**src/design/mcpet_pkg.sv**
```systemverilog
// Shared types and constants for the multi-channel periodic event timer.
// No dependencies; imported by the top level.
`default_nettype none
package mcpet_pkg;

  localparam int unsigned MAX_CHANNELS_DEF = 16;
  localparam int unsigned ID_W             = 5;
  localparam int unsigned DATA_W           = 32;
  localparam int unsigned POW_W            = 20;
  localparam int unsigned TB_W             = 3;
  localparam logic [TB_W-1:0] TB_MAX       = 3'd6;
  localparam logic [TB_W-1:0] TB_RESET     = 3'd3;

  typedef enum logic [2:0] {
    FN_CONNECT = 3'd0,
    FN_ENABLE  = 3'd1,
    FN_DISABLE = 3'd2,
    FN_START   = 3'd3,
    FN_STOP    = 3'd4,
    FN_TICK    = 3'd5
  } func_t;

  typedef enum logic [3:0] {
    ST_IDLE,
    ST_CONN_DIV,
    ST_CONN_MUL,
    ST_CONN_FIN,
    ST_SCAN_RD,
    ST_SCAN_CHK,
    ST_SCAN_DIV,
    ST_SCAN_NEXT,
    ST_SCAN_FIN
  } state_t;

  // decade ratio 10**n for n = 0..6
  function automatic logic [POW_W-1:0] pow10_f(input logic [TB_W-1:0] n);
    logic [POW_W-1:0] p;
    case (n)
      3'd0:    p = 20'd1;
      3'd1:    p = 20'd10;
      3'd2:    p = 20'd100;
      3'd3:    p = 20'd1000;
      3'd4:    p = 20'd10000;
      3'd5:    p = 20'd100000;
      3'd6:    p = 20'd1000000;
      default: p = 20'd1;
    endcase
    return p;
  endfunction

endpackage
`default_nettype wire

```
**src/design/multi_channel_periodic_event_timer_top.sv**
```systemverilog
// Top level of the multi-channel periodic event timer: command port, config
// port, channel store and shared 32-bit restoring divider. Uses mcpet_pkg.
`default_nettype none
// Usage
//   Command channel: present in_func/in_count/in_timebase/in_channel_id with
//   start high; the word is taken on a rising edge where busy is low.
//   Result channel: each result word sits on out_* for one cycle, marked by
//   out_strobe; out_last flags the final word of a command. There is no
//   back-pressure: the receiver must take every word as it comes.
//   Config channel: cfg_ready is always high; a cfg_data value of 7 is dropped.
//   Write it only while the block is idle.
// Command flow
//   Enable, disable, start, stop, unknown codes, refused connects and ticks
//   while stopped answer in the cycle after acceptance, busy stays low.
//   A connect at a finer timebase runs the divider: its 32 steps, then a
//   closing state, and the word comes out as busy drops.
//   One at the same or a coarser timebase multiplies in one step instead.
//   A running tick walks the used channels one at a time; an enabled channel
//   passes read, check, the 32 divider steps and advance, a disabled one read,
//   check and advance, then one closing state ends the scan; busy throughout.
// Reset
//   rst_n low clears the counter, enables, fill count, run flag and sets the
//   base timebase to 3; the compare store is not cleared (never read unwritten).
module multi_channel_periodic_event_timer_top
  import mcpet_pkg::*;
#(
  parameter int unsigned MAX_CHANNELS = MAX_CHANNELS_DEF
) (
  input  wire logic              clk,
  input  wire logic              rst_n,
  input  wire logic              start,
  output logic                   busy,
  input  wire logic [2:0]        in_func,
  input  wire logic [DATA_W-1:0] in_count,
  input  wire logic [TB_W-1:0]   in_timebase,
  input  wire logic [ID_W-1:0]   in_channel_id,
  output logic                   out_strobe,
  output logic                   out_status,
  output logic [ID_W-1:0]        out_assigned_id,
  output logic                   out_fired,
  output logic [ID_W-1:0]        out_fired_id,
  output logic                   out_last,
  input  wire logic              cfg_valid,
  output logic                   cfg_ready,
  input  wire logic [TB_W-1:0]   cfg_data
);

  localparam int unsigned IDX_W = (MAX_CHANNELS > 1) ? $clog2(MAX_CHANNELS) : 1;
  localparam int unsigned CNT_W = $clog2(MAX_CHANNELS + 1);
  localparam int unsigned PROD_W = DATA_W + POW_W;

  state_t state_r, state_nxt;

  logic [TB_W-1:0]   base_r, base_nxt;
  logic [DATA_W-1:0] tick_r, tick_nxt;
  logic              run_r, run_nxt;
  logic [CNT_W-1:0]  used_r, used_nxt;
  logic [MAX_CHANNELS-1:0] en_r, en_nxt;

  // compare store: one write port, one registered read port
  logic [DATA_W-1:0] cmp_mem [MAX_CHANNELS];
  logic [DATA_W-1:0] rd_r;
  logic              mem_we;
  logic [DATA_W-1:0] mem_wdata;

  // shared divider
  logic [DATA_W-1:0] div_rem_r, div_rem_nxt;
  logic [DATA_W-1:0] div_quo_r, div_quo_nxt;
  logic [DATA_W-1:0] div_dsr_r, div_dsr_nxt;
  logic [4:0]        div_cnt_r, div_cnt_nxt;
  logic [DATA_W:0]   div_sh;
  logic              div_ge;
  logic              div_done;

  logic [DATA_W-1:0] op_count_r, op_count_nxt;
  logic [POW_W-1:0]  op_pow_r, op_pow_nxt;
  logic              conn_div_r, conn_div_nxt;
  logic [PROD_W-1:0] prod_r, prod_nxt;

  // scan bookkeeping
  logic [IDX_W-1:0]  idx_r, idx_nxt;
  logic              hit_r, hit_nxt;
  logic              pend_r, pend_nxt;
  logic [ID_W-1:0]   pend_id_r, pend_id_nxt;

  logic              out_strobe_r, out_strobe_nxt;
  logic              out_status_r, out_status_nxt;
  logic [ID_W-1:0]   out_aid_r, out_aid_nxt;
  logic              out_fired_r, out_fired_nxt;
  logic [ID_W-1:0]   out_fid_r, out_fid_nxt;
  logic              out_last_r, out_last_nxt;

  // decode helpers
  logic              accept;
  func_t             fn;
  logic              full;
  logic              conn_ok;
  logic              tb_fine;
  logic [TB_W-1:0]   pow_idx;
  logic [31:0]       cid_m1;
  logic              cid_ok;
  logic [IDX_W-1:0]  cid_idx;
  logic              scan_last;
  logic [31:0]       cur_id;
  logic [31:0]       new_id;
  logic              chan_live;
  logic              conn_fail;
  logic [DATA_W-1:0] conn_cmp;

  assign busy      = (state_r != ST_IDLE);
  assign cfg_ready = 1'b1;
  assign accept    = start && !busy;
  assign fn        = func_t'(in_func);

  assign full    = (32'(used_r) >= MAX_CHANNELS);
  assign tb_fine = (in_timebase < base_r);
  assign pow_idx = tb_fine ? (base_r - in_timebase) : (in_timebase - base_r);
  assign conn_ok = !run_r && (in_timebase <= TB_MAX) && (in_count != '0) && !full;

  assign cid_m1  = 32'(in_channel_id) - 32'd1;
  assign cid_ok  = (in_channel_id != '0) && (32'(in_channel_id) <= 32'(used_r));
  assign cid_idx = cid_m1[IDX_W-1:0];

  assign scan_last = (32'(idx_r) + 32'd1 >= 32'(used_r));
  assign cur_id    = 32'(idx_r) + 32'd1;
  assign new_id    = 32'(used_r) + 32'd1;
  assign chan_live = en_r[idx_r] && (rd_r != '0);

  assign conn_fail = conn_div_r ? (div_rem_r != '0) : (prod_r[PROD_W-1:DATA_W] != '0);
  assign conn_cmp  = conn_div_r ? div_quo_r : prod_r[DATA_W-1:0];

  // one restoring step: shift in the next dividend bit, subtract if it fits
  assign div_sh   = {div_rem_r, div_quo_r[DATA_W-1]};
  assign div_ge   = (div_sh >= {1'b0, div_dsr_r});
  assign div_done = (div_cnt_r == 5'd31);

  // next state
  always_comb begin
    state_nxt = state_r;
    unique case (state_r)
      ST_IDLE: begin
        if (accept) begin
          case (fn)
            FN_CONNECT: begin
              if (conn_ok) state_nxt = tb_fine ? ST_CONN_DIV : ST_CONN_MUL;
            end
            FN_TICK: begin
              if (run_r) state_nxt = (used_r != '0) ? ST_SCAN_RD : ST_SCAN_FIN;
            end
            default: state_nxt = ST_IDLE;
          endcase
        end
      end
      ST_CONN_DIV:  if (div_done) state_nxt = ST_CONN_FIN;
      ST_CONN_MUL:  state_nxt = ST_CONN_FIN;
      ST_CONN_FIN:  state_nxt = ST_IDLE;
      ST_SCAN_RD:   state_nxt = ST_SCAN_CHK;
      ST_SCAN_CHK:  state_nxt = chan_live ? ST_SCAN_DIV : ST_SCAN_NEXT;
      ST_SCAN_DIV:  if (div_done) state_nxt = ST_SCAN_NEXT;
      ST_SCAN_NEXT: state_nxt = scan_last ? ST_SCAN_FIN : ST_SCAN_RD;
      ST_SCAN_FIN:  state_nxt = ST_IDLE;
      default:      state_nxt = ST_IDLE;
    endcase
  end

  // datapath and result words
  always_comb begin
    base_nxt     = base_r;
    tick_nxt     = tick_r;
    run_nxt      = run_r;
    used_nxt     = used_r;
    en_nxt       = en_r;
    mem_we       = 1'b0;
    mem_wdata    = conn_cmp;
    div_rem_nxt  = div_rem_r;
    div_quo_nxt  = div_quo_r;
    div_dsr_nxt  = div_dsr_r;
    div_cnt_nxt  = div_cnt_r;
    op_count_nxt = op_count_r;
    op_pow_nxt   = op_pow_r;
    conn_div_nxt = conn_div_r;
    prod_nxt     = prod_r;
    idx_nxt      = idx_r;
    hit_nxt      = hit_r;
    pend_nxt     = pend_r;
    pend_id_nxt  = pend_id_r;

    out_strobe_nxt = 1'b0;
    out_status_nxt = 1'b0;
    out_aid_nxt    = '0;
    out_fired_nxt  = 1'b0;
    out_fid_nxt    = '0;
    out_last_nxt   = 1'b1;

    if (cfg_valid && (cfg_data <= TB_MAX)) base_nxt = cfg_data;

    unique case (state_r)
      ST_IDLE: begin
        if (accept) begin
          case (fn)
            FN_CONNECT: begin
              if (conn_ok) begin
                op_count_nxt = in_count;
                op_pow_nxt   = pow10_f(pow_idx);
                conn_div_nxt = tb_fine;
                div_rem_nxt  = '0;
                div_quo_nxt  = in_count;
                div_dsr_nxt  = DATA_W'(pow10_f(pow_idx));
                div_cnt_nxt  = '0;
              end else begin
                out_strobe_nxt = 1'b1;
                out_status_nxt = 1'b1;
              end
            end
            FN_ENABLE, FN_DISABLE: begin
              out_strobe_nxt = 1'b1;
              out_status_nxt = !cid_ok;
              if (cid_ok) en_nxt[cid_idx] = (fn == FN_ENABLE);
            end
            FN_START: begin
              run_nxt        = 1'b1;
              out_strobe_nxt = 1'b1;
            end
            FN_STOP: begin
              run_nxt        = 1'b0;
              out_strobe_nxt = 1'b1;
            end
            FN_TICK: begin
              if (run_r) begin
                tick_nxt = tick_r + 32'd1;
                idx_nxt  = '0;
                pend_nxt = 1'b0;
              end else begin
                out_strobe_nxt = 1'b1;
                out_status_nxt = 1'b1;
              end
            end
            default: begin
              out_strobe_nxt = 1'b1;
              out_status_nxt = 1'b1;
            end
          endcase
        end
      end
      ST_CONN_DIV, ST_SCAN_DIV: begin
        div_rem_nxt = div_ge ? DATA_W'(div_sh - {1'b0, div_dsr_r}) : div_sh[DATA_W-1:0];
        div_quo_nxt = {div_quo_r[DATA_W-2:0], div_ge};
        div_cnt_nxt = div_cnt_r + 5'd1;
        if (state_r == ST_SCAN_DIV && div_done) begin
          hit_nxt = !div_ge && (div_sh[DATA_W-1:0] == '0) ||
                    div_ge && (div_sh == {1'b0, div_dsr_r});
        end
      end
      ST_CONN_MUL: begin
        prod_nxt = PROD_W'(op_count_r) * PROD_W'(op_pow_r);
      end
      ST_CONN_FIN: begin
        out_strobe_nxt = 1'b1;
        out_status_nxt = conn_fail;
        if (!conn_fail) begin
          mem_we                     = 1'b1;
          en_nxt[used_r[IDX_W-1:0]]  = 1'b0;
          used_nxt                   = used_r + CNT_W'(1);
          out_aid_nxt                = new_id[ID_W-1:0];
        end
      end
      ST_SCAN_RD: begin
        hit_nxt = 1'b0;
      end
      ST_SCAN_CHK: begin
        // load the divider with counter and compare value
        div_rem_nxt = '0;
        div_quo_nxt = tick_r;
        div_dsr_nxt = rd_r;
        div_cnt_nxt = '0;
      end
      ST_SCAN_NEXT: begin
        // hold one hit back so the final one can carry the last flag
        if (hit_r) begin
          if (pend_r) begin
            out_strobe_nxt = 1'b1;
            out_fired_nxt  = 1'b1;
            out_fid_nxt    = pend_id_r;
            out_last_nxt   = 1'b0;
          end
          pend_nxt    = 1'b1;
          pend_id_nxt = cur_id[ID_W-1:0];
        end
        if (!scan_last) idx_nxt = idx_r + IDX_W'(1);
      end
      ST_SCAN_FIN: begin
        out_strobe_nxt = 1'b1;
        out_fired_nxt  = pend_r;
        out_fid_nxt    = pend_r ? pend_id_r : '0;
        pend_nxt       = 1'b0;
      end
      default: ;
    endcase
  end

  always_ff @(posedge clk) begin
    if (!rst_n) begin
      state_r      <= ST_IDLE;
      base_r       <= TB_RESET;
      tick_r       <= '0;
      run_r        <= 1'b0;
      used_r       <= '0;
      en_r         <= '0;
      pend_r       <= 1'b0;
      out_strobe_r <= 1'b0;
    end else begin
      state_r      <= state_nxt;
      base_r       <= base_nxt;
      tick_r       <= tick_nxt;
      run_r        <= run_nxt;
      used_r       <= used_nxt;
      en_r         <= en_nxt;
      pend_r       <= pend_nxt;
      out_strobe_r <= out_strobe_nxt;
    end
  end

  always_ff @(posedge clk) begin
    div_rem_r    <= div_rem_nxt;
    div_quo_r    <= div_quo_nxt;
    div_dsr_r    <= div_dsr_nxt;
    div_cnt_r    <= div_cnt_nxt;
    op_count_r   <= op_count_nxt;
    op_pow_r     <= op_pow_nxt;
    conn_div_r   <= conn_div_nxt;
    prod_r       <= prod_nxt;
    idx_r        <= idx_nxt;
    hit_r        <= hit_nxt;
    pend_id_r    <= pend_id_nxt;
    out_status_r <= out_status_nxt;
    out_aid_r    <= out_aid_nxt;
    out_fired_r  <= out_fired_nxt;
    out_fid_r    <= out_fid_nxt;
    out_last_r   <= out_last_nxt;
  end

  always_ff @(posedge clk) begin
    if (mem_we) cmp_mem[used_r[IDX_W-1:0]] <= mem_wdata;
    rd_r <= cmp_mem[idx_r];
  end

  assign out_strobe      = out_strobe_r;
  assign out_status      = out_status_r;
  assign out_assigned_id = out_aid_r;
  assign out_fired       = out_fired_r;
  assign out_fired_id    = out_fid_r;
  assign out_last        = out_last_r;

endmodule
`default_nettype wire

```
**config.mk**
```make
export PLATFORM = sky130hd
export DESIGN_NAME = multi_channel_periodic_event_timer_top
export DESIGN_NICKNAME = d
export VERILOG_FILES = /design/src/design/mcpet_pkg.sv /design/src/design/multi_channel_periodic_event_timer_top.sv
export SDC_FILE = /design/constraint.sdc
export NUM_CORES = 2
export LEC_CHECK = 0
export BUFFER_PORTS_ARGS = -buffer_cell sky130_fd_sc_hd__buf_2
export CAP_MARGIN = 20
export CORE_ASPECT_RATIO = 2
export CORE_UTILIZATION = 38
export CTS_CLUSTER_DIAMETER = 120
export CTS_CLUSTER_SIZE = 20
export DETAILED_ROUTE_END_ITERATION = 7
export PLACE_DENSITY_LB_ADDON = 0.2
export SKIP_CTS_REPAIR_TIMING = 1
export SLEW_MARGIN = 20
export SYNTH_ARGS = -nofsm -noshare
export SYNTH_HDL_FRONTEND = slang
export SYNTH_SLANG_ARGS = --single-unit
```
**constraint.sdc**
```tcl
create_clock -name clk -period 7.8 [get_ports clk]
set_clock_uncertainty 0.15 [all_clocks]
set_input_delay 0.39 -clock clk [delete_from_list [all_inputs] [get_ports clk]]
set_output_delay 0.39 -clock clk [all_outputs]
set_load 0.01 [all_outputs]
```
== After elaboration in Yosys (flattened, before gate mapping) ==
Memories as Yosys holds them, arrays and structs flattened. A register that Yosys moved wholly into a read port is not among the register bits.
Cells that the tools add are included.
Operators by class
  $add $sub $neg: 10
  multiply operators: 1
  $lt $le $gt $ge: 12
  equality and inequality tests: 36
  mux-type cells: 76
  bitwise logic cells: 4
  reduce and logical (&&, ||, !) cells: 52
Operators with widths (count)
  2-to-1 mux 32 bit: 11
  one-hot mux 32 bit (3 select lines): 2
  one-hot mux 20 bit (6 select lines): 1
  nonzero test 32 bit: 3
  2-to-1 mux 16 bit: 4
  one-hot mux 32 bit (2 select lines): 1
  multiplier 32 x 20 -> 52 bit: 1
  2-to-1 mux 4 bit: 11
  == test 33 x 32 -> 1 bit: 1
  greater-or-equal comparator 33 x 32 -> 1 bit: 1
  adder 32 x 1 -> 32 bit (second input constant): 1
  greater-or-equal comparator 32 x 5 -> 1 bit: 1
  zero test 32 bit: 1
  one-hot mux 16 bit (2 select lines): 1
  subtractor 32 bit: 1
  one-hot mux 4 bit (7 select lines): 1
  2-to-1 mux 5 bit: 5
  != test 2 bit (second input constant): 11
  2-to-1 mux 1 bit: 21
  AND reduction 5 bit: 4
  nonzero test 20 bit: 1
  bitwise AND 16 bit: 1
  bitwise mux 16 bit: 1
  == test 4 x 3 -> 1 bit (second input constant): 4
  45 further kinds: 101
Word-level totals
  register bits after elaboration: 292
  RAM bits: 512
  input port bits: 50
  output and inout port bits: 16
  logic and storage cells: 216
  memories kept: 1
Memory list
  cmp_mem: depth 16, bits a word 32, read ports 1, clocked after memory_dff 1, wr ports 1, RTL line multi_channel_periodic_event_timer_top.sv:61  | logic [DATA_W-1:0] cmp_mem [MAX_CHANNELS];

== Logic depth before layout (Yosys ltp) ==
  word-level depth: 10
  depth in mapped cells: 28
  gate-level depth less buffers: 25

== Worst setup path after synthesis ==
Ideal clock, no wire load.
  kind: flip-flop to flip-flop
  from: register op_pow_r[18]
  to: register prod_r[49] (data pin)
  library setup time: 259 ps
  data arrival time: 6565 ps
  required time: 7391 ps
  slack: 826 ps
  cell stages (with the launch flop): 26
  buffers on the path: 3
  clock period less this slack: 6974 ps
  cells stage by stage: edfxtp_1 -> clkbuf_1 -> buf_1 -> nand2_1 -> inv_1 -> fa_1 -> fa_1 -> inv_1 -> fa_1 -> fa_1 -> fa_1 -> inv_1 -> fa_1 -> inv_1 -> fa_1 -> inv_1 -> ha_1 -> clkbuf_1 -> a21o_1 -> a21oi_1 -> a211oi_1 -> nor3_1 -> a31oi_1 -> nand4_1 -> and2_1 -> a211o_1
On the way
  longest elaborated chain between the ends: 1
Ends and longest elaborated chain
  start: declaration: RTL line multi_channel_periodic_event_timer_top.sv:76  | logic [POW_W-1:0] op_pow_r, op_pow_nxt;
  start signal: assignment: RTL line multi_channel_periodic_event_timer_top.sv:329  | op_pow_r <= op_pow_nxt;
  multiplier 32 x 20 -> 52 bit: RTL line multi_channel_periodic_event_timer_top.sv:255  | prod_nxt = PROD_W'(op_count_r) * PROD_W'(op_pow_r);
  end signal: assignment: RTL line multi_channel_periodic_event_timer_top.sv:331  | prod_r <= prod_nxt;
  end: declaration: RTL line multi_channel_periodic_event_timer_top.sv:78  | logic [PROD_W-1:0] prod_r, prod_nxt;
Every way passes these cells.
A chain may end at the register's enable or synchronous reset.

== Worst setup path after layout ==
  from: register op_count_r[4]
  to: register prod_r[48] (data pin)
On the way
  longest elaborated chain between the ends: 1
Ends and longest elaborated chain
  start: declaration: RTL line multi_channel_periodic_event_timer_top.sv:75  | logic [DATA_W-1:0] op_count_r, op_count_nxt;
  start signal: assignment: RTL line multi_channel_periodic_event_timer_top.sv:328  | op_count_r <= op_count_nxt;
  multiplier 32 x 20 -> 52 bit: RTL line multi_channel_periodic_event_timer_top.sv:255
Every way passes these cells.

==> flow_metrics.tcl <==
set metrics [dict create \
    outcome "complete, but fails checks" \
    violations "hold timing" \
    synth_edf_count 722 \
    cp_cell_sequence "and2_1 > fa_1 > fa_1 > inv_1 > fa_1 > inv_1 > ha_1 > ha_1 > inv_1 > fa_1 > inv_1 > fa_1 > ha_1 > buf_4 > nand2_1 > o31ai_2 > a31oi_1 > o21a_1 > o31ai_1 > buf_4 > a31o_2 > a21oi_1 > xnor2_1" \
    instances_no_fill 6233 \
    yosysTopAreaCellShare_pct 40.8 \
    initial_core_util_pct 38.4 \
    maxCapViolations 0 \
    fillCellCount 12900 \
    drive_above_1_share_pct 11.8 \
    placeableCoreArea_sq_um 138000 \
    fin_area_sq_um 58000 \
    clkSinkCount 830 \
    arrival_ps 7770 \
    crit_buf_inv 6 \
    post-route-period-util_pct 97.1 \
    grt_use_total_pct 22.9 \
    die_w_microns 266 \
    rows 193 \
    grt_max_degree 133 \
    critPathMaxStageDelay_ps 830 \
    power.total_w 0.0165 \
    totalWireLength_mm 159 \
    cts_buffer_depth 3 \
    switchingPower_w 0.00661 \
    switching_share_pct 40.1 \
    cp_common_cell "fa_1" \
    cts_max_level 2 \
    clkPwrFrac_pct 16.1 \
    p_int_w 0.00987 \
    p_leak_nw 23.4 \
    crit_path_end_kind "flop" \
    placed_area_sq_um 56200 \
    syn-num-nets 5005 \
    fmax_mhz 132 \
    die_h_microns 531 \
    wl_per_cell_microns 25.4 \
    cts_tree "yes" \
    synthFlopType "edfxtp_1" \
    hp-class "in -> reg" \
    area_growth_pct 9.15 \
    vias_per_cell 5.30 \
    crit_slowest_cell "edfxtp_1" \
    fin_util_pct 41.9 \
    nNetsFinal 5106 \
    vias 33000 \
    hpwl_mm 122 \
    grt_pass1_wl_mm 233 \
    pwr-share-seq_pct 32.7 \
    worstSkewPairLatency_ps 660 \
    ys_warn_count 0 \
    worstPathRequired_ps 8000 \
    io_pins 66 \
    cts_buffers 47 \
    slew_viol_final 0 \
    rsz0062_at_grt "no" \
    drtIter0Drc 1770 \
    clk_pin_slew_worst_paths_ps 100 \
    period_needed_ps 7570 \
    worstSetupPathType "reg -> reg" \
    relSlewSlack_pct 27.1 \
    async_flop_share_pct 0 \
    hold_viol 1 \
    final.setup.tns_ps 0 \
    ys_seq_area_share_pct 44.9 \
    syn_inst 4240 \
    hold_ws_ps -0.337 \
    regArea_sq_um 23800 \
    gp_congestion 0.929 \
    cp_max_fo 14 \
    ys_ff_latch 830 \
    antenna_left 0 \
    avgSynthCellArea_sq_um 12.5 \
    cp-start-kind "flop" \
    peakVddDrop_uv 309 \
    drc 0 \
    first_pass_iters 5 \
    cpLargestDelayFamily "adder cells" \
    die-area_sq_um 141000 \
    gr-total-overflow 0 \
    root_buffer "clkbuf_16" \
    grt_pass1_vias 35600 \
    antenna_found_initial 2 \
    combPwrFrac_pct 51.2 \
    ys_types 82 \
    pwr_density_cell_nw_per_um2 284 \
    place_inst 6104 \
    synth_area_sq_um 53100 \
    synth.largest_area_cell "edfxtp_1" \
    multi_input_area_sq_um 26300 \
    synth_area_leaders "edfxtp_1 (41%), fa_1 (17%), mux4_2 (7.0%), ha_1 (6.0%), inv_1 (4.2%)" \
    place.port_buffers 64 \
    rrSetupSlack_ps 230 \
    tightestPinTransition_ps 1090 \
    setup_viol 0 \
]
flip-flops by register name, summed over array words and instances (netlist names), 14 cells and up:
name        flops
op_pow_r       14
rd_r           32
op_count_r     32
cmp_mem       512
div_dsr_r      32
div_quo_r      32
en_r           16
tick_r         32
div_rem_r      32
prod_r         52
cell families (layout without fill, tap and decap cells):
family                     after synthesis  in the layout  share of synthesized area [%]
adders and majority gates              715            715                           23.4
DFF                                    830            830                           44.9
other                                    1              6                        0.00706
muxes                                  225            225                           8.21
and+or+nand+nor                       1098           1098                           10.2
AOI/OAI and AO/OA                      451            451                           5.46
buffers and inverters                  791            927                           5.69
xor gates and xnor gates               129            129                           2.13
synthesized netlist by cell type, types with 8 or more instances:
cell type,n
edfxtp_1,722
inv_1,597
fa_1,462
nand2_1,426
and2_1,278
ha_1,253
mux4_2,165
clkbuf_1,161
nor2_1,154
a21oi_1,125
dfxtp_1,108
o21ai_0,101
xnor2_1,65
xor2_1,64
a21o_1,49
nand3_1,40
mux2_2,35
a22oi_1,33
nor4_1,33
and3_1,32
nor3_1,30
buf_1,26
mux2i_1,25
nand4_1,25
o21a_1,21
a31oi_1,20
nor2b_1,16
nand2b_1,12
o21bai_1,12
or3_1,12
a211oi_1,10
a21boi_0,10
a32oi_1,8
or2_2,8
final timing paths:
kind / cells past startpoint / startpoint / to
min reg2reg: 1 / pend_id_r[4]$_DFFE_PP_ / out_fired_id[4]$_SDFF_PP0_
max reg2reg: 23 / op_count_r[4]$_DFFE_PP_ / prod_r[48]$_DFFE_PP_
min: 3 / in_channel_id[2] / en_r[3]$_SDFFE_PN0P_
max: 23 / op_count_r[4]$_DFFE_PP_ / prod_r[48]$_DFFE_PP_
power groups by stage:
stage          registers, W  clock network, W  logic, W
2_1_floorplan       0.00545                 0   0.00550
3_3_place_gp        0.00548                 0   0.00842
3_5_place_dp        0.00548                 0   0.00830
4_1_cts             0.00538           0.00273   0.00846
5_1_grt             0.00539           0.00284   0.00938
6_report            0.00538           0.00266   0.00844
placed cells by master, fill, tap and decap left out, types with 15 or more instances in the layout:
cell and instances:
nor4_1 32, dlygate4sd3_1 38, o21a_1 21, nand3_1 40, o21ai_0 99, fa_1 462, nor3_1 28, a22oi_1 33
mux4_2 165, and2_1 277, clkbuf_1 34, a21oi_1 125, edfxtp_1 722, nand4_1 25, nor2b_1 15, buf_4 137
dfxtp_1 108, a31oi_1 19, nand2_1 425, ha_1 253, xor2_1 64, buf_2 64, mux2i_1 25, mux2_2 35
a21o_1 49, and3_2 15, clkbuf_16 49, and3_1 17, nor2_1 152, inv_1 595, xnor2_1 65
worst register-to-register path: stages (launching register included):
cell and delay [ps]:
edfxtp_1 830, and2_1 370, fa_1 500, fa_1 520, inv_1 50, fa_1 480, inv_1 40, ha_1 260
ha_1 270, inv_1 40, fa_1 480, inv_1 50, fa_1 440, ha_1 350, buf_4 150, nand2_1 80
o31ai_2 620, a31oi_1 370, o21a_1 340, o31ai_1 270, buf_4 170, a31o_2 210, a21oi_1 90, xnor2_1 160
routing by layer:
layer	up-vias	global-route usage, %	share of wire [%]
met5	-	0	0
met4	0	12.2	5.8
met3	300	1.68	3.0
met2	756	46.3	58
met1	17300	22.4	33
li1	14600	-	-
per-stage QoR:
stage	hold WS (ps)	setup WS, ps
final	-0.337	225
after CTS	-193	145
after floorplan	227	826
after global placement	304	240
after global routing	24.5	26.4
after detailed placement	283	208
layout make-up:
class | count | share of cell area [%]
clock buffers | 83 | 2.34
multi-input cells | 2619 | 45.4
inverters | 598 | 3.87
clock inverters | 1 | 0.0194
flip-flops and latches | 830 | 41.1
diodes | 5 | 0.0216
well taps | 1852 | 4.00
repair buffers | 245 | 3.19
Note: power is estimated with default switching activity, not from simulation.
